File: src/hdl/mcb_pkg.sv
package mcb_pkg;

   localparam int PIX_W      = 32;
   localparam int ADDR_IN_W  = 17;
   localparam int DIM_OUT_W  = 9;
   localparam int CFG_W      = 9;
   localparam int LSEL_W     = 4;
   localparam int CHAN_N     = 4;
   localparam int CSR_IDX_W  = 2;

   typedef enum logic [1:0] {
      OP_LOAD  = 2'd0,
      OP_BUILD = 2'd1,
      OP_READ  = 2'd2,
      OP_QUERY = 2'd3
   } op_type;

   localparam logic [CSR_IDX_W-1:0] REG_WIDTH_IN  = 2'd0;
   localparam logic [CSR_IDX_W-1:0] REG_HEIGHT_IN = 2'd1;
   localparam logic [CSR_IDX_W-1:0] REG_MIPS      = 2'd2;
   localparam logic [CSR_IDX_W-1:0] REG_CHANNELS  = 2'd3;

   typedef enum logic [4:0] {
      CMD_NONE,
      CMD_LOAD,
      CMD_READ,
      CMD_READ_RESP,
      CMD_QUERY_RESP,
      CMD_LAYOUT0,
      CMD_BRD_START,
      CMD_BC_RD,
      CMD_BC_WR,
      CMD_BR_RD,
      CMD_BR_WR,
      CMD_NEXT,
      CMD_FILL_START,
      CMD_F0,
      CMD_F1,
      CMD_F2,
      CMD_F3,
      CMD_F4,
      CMD_BUILD_RESP
   } cmd_type;

   typedef struct packed {
      logic col_last;
      logic row_last;
      logic lvl_last;
      logic fresh;
      logic fill_col_more;
      logic fill_row_more;
   } status_type;

endpackage

File: src/hdl/mcb_ctrl.sv
module mcb_ctrl (
   input  logic                clock,
   input  logic                reset,
   input  logic                req_valid,
   input  mcb_pkg::op_type     req_op,
   output logic                req_ready,
   output logic                rsp_valid,
   input  logic                rsp_ready,
   input  mcb_pkg::status_type status,
   output mcb_pkg::cmd_type    cmd
);
   import mcb_pkg::*;

   typedef enum logic [4:0] {
      S_IDLE,
      S_READ,
      S_BRD_START,
      S_BC_RD,
      S_BC_WR,
      S_BR_RD,
      S_BR_WR,
      S_NEXT,
      S_FILL_START,
      S_F0,
      S_F1,
      S_F2,
      S_F3,
      S_F4,
      S_DONE
   } state_type;

   state_type state_ff, state_in;
   logic      rsp_valid_ff, rsp_valid_in;
   logic      accept;

   assign req_ready = (state_ff == S_IDLE) && (!rsp_valid_ff || rsp_ready);
   assign accept    = req_valid && req_ready;
   assign rsp_valid = rsp_valid_ff;

   always_comb begin
      state_in     = state_ff;
      cmd          = CMD_NONE;
      rsp_valid_in = rsp_valid_ff && !rsp_ready;
      unique case (state_ff)
         S_IDLE: begin
            if (accept) begin
               unique case (req_op)
                  OP_LOAD: cmd = CMD_LOAD;
                  OP_READ: begin
                     cmd      = CMD_READ;
                     state_in = S_READ;
                  end
                  OP_QUERY: begin
                     cmd          = CMD_QUERY_RESP;
                     rsp_valid_in = 1'b1;
                  end
                  OP_BUILD: begin
                     cmd      = CMD_LAYOUT0;
                     state_in = S_BRD_START;
                  end
               endcase
            end
         end
         S_READ: begin
            cmd          = CMD_READ_RESP;
            rsp_valid_in = 1'b1;
            state_in     = S_IDLE;
         end
         S_BRD_START: begin
            cmd      = CMD_BRD_START;
            state_in = S_BC_RD;
         end
         S_BC_RD: begin
            cmd      = CMD_BC_RD;
            state_in = S_BC_WR;
         end
         S_BC_WR: begin
            cmd      = CMD_BC_WR;
            state_in = status.col_last ? S_BR_RD : S_BC_RD;
         end
         S_BR_RD: begin
            cmd      = CMD_BR_RD;
            state_in = S_BR_WR;
         end
         S_BR_WR: begin
            cmd      = CMD_BR_WR;
            state_in = status.row_last ? S_NEXT : S_BR_RD;
         end
         S_NEXT: begin
            cmd = CMD_NEXT;
            priority if (status.lvl_last) state_in = S_DONE;
            else if (status.fresh)        state_in = S_FILL_START;
            else                          state_in = S_NEXT;
         end
         S_FILL_START: begin
            cmd      = CMD_FILL_START;
            state_in = S_F0;
         end
         S_F0: begin
            cmd      = CMD_F0;
            state_in = S_F1;
         end
         S_F1: begin
            cmd      = CMD_F1;
            state_in = S_F2;
         end
         S_F2: begin
            cmd      = CMD_F2;
            state_in = S_F3;
         end
         S_F3: begin
            cmd      = CMD_F3;
            state_in = S_F4;
         end
         S_F4: begin
            cmd      = CMD_F4;
            state_in = (status.fill_col_more || status.fill_row_more) ? S_F0 : S_BRD_START;
         end
         S_DONE: begin
            cmd          = CMD_BUILD_RESP;
            rsp_valid_in = 1'b1;
            state_in     = S_IDLE;
         end
         default: state_in = S_IDLE;
      endcase
   end

   always_ff @(posedge clock) begin
      if (reset) begin
         state_ff     <= S_IDLE;
         rsp_valid_ff <= 1'b0;
      end else begin
         state_ff     <= state_in;
         rsp_valid_ff <= rsp_valid_in;
      end
   end

endmodule

File: config.mk
export PLATFORM = sky130hd
export DESIGN_NAME = mcb_ctrl
export DESIGN_NICKNAME = d
export VERILOG_FILES = /design/src/hdl/mcb_pkg.sv /design/src/hdl/mcb_ctrl.sv
export SDC_FILE = /design/constraint.sdc
export NUM_CORES = 1
export LEC_CHECK = 0
export BUFFER_PORTS_ARGS = -buffer_cell sky130_fd_sc_hd__buf_2
export CAP_MARGIN = 20
export CELL_PAD_IN_SITES_DETAIL_PLACEMENT = 0
export CELL_PAD_IN_SITES_GLOBAL_PLACEMENT = 2
export CORE_MARGIN = 8
export CORE_UTILIZATION = 25
export CTS_BUF_LIST = sky130_fd_sc_hd__clkbuf_8 sky130_fd_sc_hd__clkbuf_16
export CTS_CLUSTER_SIZE = 12
export DETAILED_ROUTE_END_ITERATION = 10
export PLACE_DENSITY_LB_ADDON = 0.1
export RECOVER_POWER = 25
export SYNTH_ARGS = -nofsm -noshare
export SYNTH_HDL_FRONTEND = slang
export SYNTH_SLANG_ARGS = --single-unit
File: constraint.sdc
create_clock -name clock -period 2.2 [get_ports clock]
set_clock_uncertainty 0.1 [all_clocks]
set_input_delay 0.22 -clock clock [delete_from_list [all_inputs] [get_ports clock]]
set_output_delay 0.22 -clock clock [all_outputs]
set_load 0.02 [all_outputs]
### After elaboration in Yosys (flattened, before gate mapping)

Index checks and enable logic that the tools add are counted.

* eq/ne operators: 19
* mux-type cells: 14
* reductions and logical operators: 11

Operator list (number)
* $pmux 5 s15: 1
* $pmux 5 s13: 1
* $eq 5x4->1 const B: 7
* $eq 5x3->1 const B: 4
* $pmux 5 s4: 1
* $mux 4: 3
* $eq 5x2->1 const B: 2
* $mux 5: 2
* $pmux 5 s2: 1
* $eq 5x1->1 const B: 1
* $logic_not 5->1: 1
* $eq 2x2->1 const B: 2
* $logic_and 1x1->1: 3
* $mux 3: 1
* $ne 3x1->1 const B: 1
* $eq 2x1->1 const B: 1
* $logic_not 1->1: 2
* $logic_not 2->1: 1
* $logic_or 1x1->1: 2
* $mux 1: 2
* $mux 2: 1
* $ne 2x2->1 const B: 1
* $pmux 1 s2: 1
* $reduce_and 2->1: 1
* $reduce_or 2->1: 1

* register bits: 6

### Longest topological paths before layout

* depth after elaboration: 6
* gate-level depth with buffers: 6

### Least setup slack after synthesis

Ideal clock, no wire load.

* path kind: register -> output
* start point: register state_ff[3]
* end point: output port cmd[0]
* arrival: 1312 ps
* data required time: 1880 ps
* setup slack: 568 ps
* cell stages (with the launch flop): 6
* buffers on the path: 2
* cells stage by stage: dfxtp_1 -> buf_2 -> buf_2 -> nor3_1 -> a31oi_1 -> o21ai_0

* cells in the longest elaborated chain, start to end: 5

RTL lines
* start, declared: line mcb_ctrl.sv:32 `state_type state_ff, state_in;`
* start signal, assigned: line mcb_ctrl.sv:133 `state_ff <= state_in;`
* $logic_not 5->1: line mcb_ctrl.sv:36, mcb_ctrl.sv:44
* $logic_and 1x1->1: line mcb_ctrl.sv:36 `assign req_ready = (state_ff == S_IDLE) && (!rsp_valid_ff || rsp_ready);`
* $logic_and 1x1->1: line mcb_ctrl.sv:37 `assign accept = req_valid && req_ready;`
* $mux 5: line mcb_ctrl.sv:46 `if (accept) begin`
* $pmux 5 s15 *: line mcb_ctrl.sv:44 `unique case (state_ff)`
* end, declared: line mcb_ctrl.sv:10 `output mcb_pkg::cmd_type cmd`

Mark *: on every way between the ends. The rest lies on a longest branch, timed or not.

### Final worst setup path

* start point: register state_ff[2]
* end point: output port req_ready

* cells in the longest elaborated chain, start to end: 2

RTL lines
* $logic_not 5->1: line mcb_ctrl.sv:36
* $logic_and 1x1->1: line mcb_ctrl.sv:36
* end, declared: line mcb_ctrl.sv:6 `output logic req_ready,`

Every way passes these cells.

==> results.tsv <==
stage	metric	value	unit
setup_path	cp_num_buf_inv	1	
floorplanning	ios	19	
floorplanning	core_area	1750	um2
cells_and_area	final_cells	112	
power	power.density	530	nW/um2
cells_and_area	area_delta_synth_final	29.7	%
setup_path	worst_ep_required_time	1.88	ns
clocking	clk_latency	0.22	ns
setup_path	cp_top_family	simple AND/OR/NAND/NOR gates	
clocking	htreeDepth	1	
sta	final_hold_viol_count	0	
setup_path	critical_path_depth	3	
floorplanning	placementRows	15	
setup_path	start_kind	register	
sta	tightest_slew	0.557	ns
cells_and_area	drive_gt1_share	24.1	%
sta	setup_tns	0	ns
setup_path	rr_endpoint	state_ff[3]	
setup_path	endpoint_kind	primary output	
status	status	completed	
global_routing	grt_use_total	8.15	%
clocking	post_cts_buffers	0	
clocking	clock-sinks	5	
power	peakVddDrop	0.317	mV
sta	fin_crit_sh	79.9	%
cells_and_area	final_common_cell	buf_2	
power	leakage	0.240	nW
place	port_buffers	18	
setup_path	path_cells	nor3_1, and3_1, buf_2	
min_path	hp-class	input pin to register	
synthesis	syn-instance-count	70	
synthesis	synthArstFlopShare	0	%
setup_path	r2r_cells	4	
synthesis	yosysWarnings	0	
sta	hold_ws	0.0843	ns
cells_and_area	multiInputGateArea	335	um2
cells_and_area	fill_cells	197	
clocking	cts_tree	yes	
setup_path	criticalPathCategory	register to primary output	
power	total_power	0.000324	W
synthesis	seq_area_frac_synth	21.2	%
sta	slew_violations	0	
global_routing	first_global_vias	510	
flow_run	maxCapViolations	0	
detailed_routing	num_vias	559	
clocking	ctsLongestPathBuffers	2	
cells_and_area	seq_area	100	um2
synthesis	synth_cell_types	28	
synthesis	synth_ff_type	dfxtp_1	
setup_path	cp_data_arrival_time	1.44	ns
floorplanning	die_y	59.4	um
sta	rsz0062_at_grt	false	
setup_path	r2r_start	state_ff[3]	
detailed_routing	wire_per_inst	13.0	um
detailed_routing	wl	1.45	mm
clocking	cts-root-buf	clkbuf_8	
place	place_area	568	um2
cells_and_area	most-common-layout-cells	17 x buf_2, 8 x nand2_1, 7 x a21oi_1	
synthesis	synth_area	472	um2
synthesis	ys_ff_latch	5	
detailed_routing	drt-initial-drc-count	8	
setup_path	crit_path_top_delay_cell	dfxtp_1	
sta	period_minus_slack	1.76	ns
setup_path	crit_path_max_incr_delay	0.45	ns
clocking	post_cts_resized	0	
detailed_routing	dr.pass1.iters	4	
setup_path	crit_fanout	15	
setup_path	ff2ff_setup_slack	0.66	ns
synthesis	synth_edf_count	0	
place	place_congestion	0.791	
cells_and_area	num_antenna_cells	0	
floorplanning	die_w	59.4	um
cells_and_area	finalNetCount	100	
detailed_routing	antenna_left	0	
floorplanning	initial_core_util	27.0	%
setup_path	endpoint	req_ready	
sta	max_freq	569	MHz
global_routing	grt_pass1_wl	2.19	mm
clocking	hold_buffers	0	
setup_path	crit_start	state_ff[2]	
floorplanning	die_area	3530	um2
clocking	clkTransAtPathRegs	0.04	ns
global_routing	grt_overflow	0	
sta	final-setup-viol-count	0	
global_routing	grt_start_max_net_pins	18	
global_routing	antenna_found_initial	0	
detailed_routing	via_per_inst	4.99	
synthesis	avgSynthCellArea	6.74	um2
cells_and_area	stdcell_area	612	um2
clocking	numCtsBuffers	3	
sta	maxSlewHeadroom	62.8	%
place	dpl.cell_count	108	
detailed_routing	drc	0	
place	dp_hpwl	1.06	mm
synthesis	synth_nets	82	
[synth_stat cells, types with 2 or more instances]
cell / n / area share (%)
a32oi_1: 3 / 5.6
dfxtp_1: 5 / 21
nand2b_1: 2 / 2.7
buf_2: 5 / 5.3
nor2b_1: 2 / 2.7
o21ai_0: 6 / 6.4
nand2_1: 8 / 6.4
nor3_1: 3 / 3.2
nor2_1: 6 / 4.8
inv_1: 3 / 2.4
and3_1: 2 / 2.7
a31oi_1: 3 / 4.0
a21oi_1: 7 / 7.4
[metal layers]
metal	up-vias	track usage (%)	part of all wire, %
li1	295	-	-
met1	254	9.36	46
met2	8	12.0	47
met3	2	3.47	6.1
met4	0	5.12	0.83
met5	-	0	0
[final cells by class]
| type | count | area share, % |
|---|---|---|
| Multi-Input combinational cell | 57 | 54.8 |
| Timing Repair Buffer | 18 | 14.5 |
| Tap cell | 25 | 5.11 |
| Clock inverter | 1 | 0.613 |
| Sequential cell | 5 | 16.4 |
| Inverter | 3 | 1.84 |
| Clock buffer | 3 | 6.75 |
[sequential cells by signal, indices dropped and copies added (netlist names)]
signal,flops
rsp_valid,1
state_ff,4
[cell families (layout without fill, tap and decap cells)]
| logic type | count (synthesis) | in the layout | share of synthesized area (%) |
|---|---|---|---|
| multiplexers | 1 | 1 | 2.12 |
| AO/OA/AOI/OAI | 26 | 26 | 35.5 |
| AND/OR/NAND/NOR | 29 | 29 | 31.6 |
| XOR/XNOR | 1 | 1 | 1.86 |
| buffers and inverters | 8 | 25 | 7.69 |
| flip-flops | 5 | 5 | 21.2 |
[metrics by stage]
step	utilization (%)	setup WS [ns]
finish	35.1	0.442
global route	35.1	0.293
CTS	35.1	0.436
detailed placement	32.5	0.686
global placement	32.5	0.619
floorplan	-	0.568
[worst min-delay path by stage]
| stage | startpoint | to | slack, ns | cells past startpoint |
|---|---|---|---|---|
| after detailed placement | reset | rsp_valid | 0.31 | 2 |
| after floorplan | reset | rsp_valid | 0.19 | 1 |
| final | reset | rsp_valid | 0.08 | 2 |
| after global placement | reset | rsp_valid | 0.31 | 2 |
| after global routing | reset | rsp_valid | 0.08 | 2 |
| after CTS | reset | rsp_valid | 0.08 | 2 |
[worst reg2reg max path: stages (launching register included)]
cell and delay [ns]:
dfxtp_1 0.66, nand2_1 0.18, nor2_1 0.21, a211o_1 0.21, nor2_1 0.07
[power by group]
part / leakage [nW] / switching, W / internal (W)
Clock: 0.0269 / 0.0000426 / 0.000119
Sequential: 0.0405 / 0.00000527 / 0.0000939
Combinational: 0.173 / 0.0000359 / 0.0000270
Total: 0.240 / 0.0000838 / 0.000240
No activity file was read; power rests on OpenSTA's default activity.
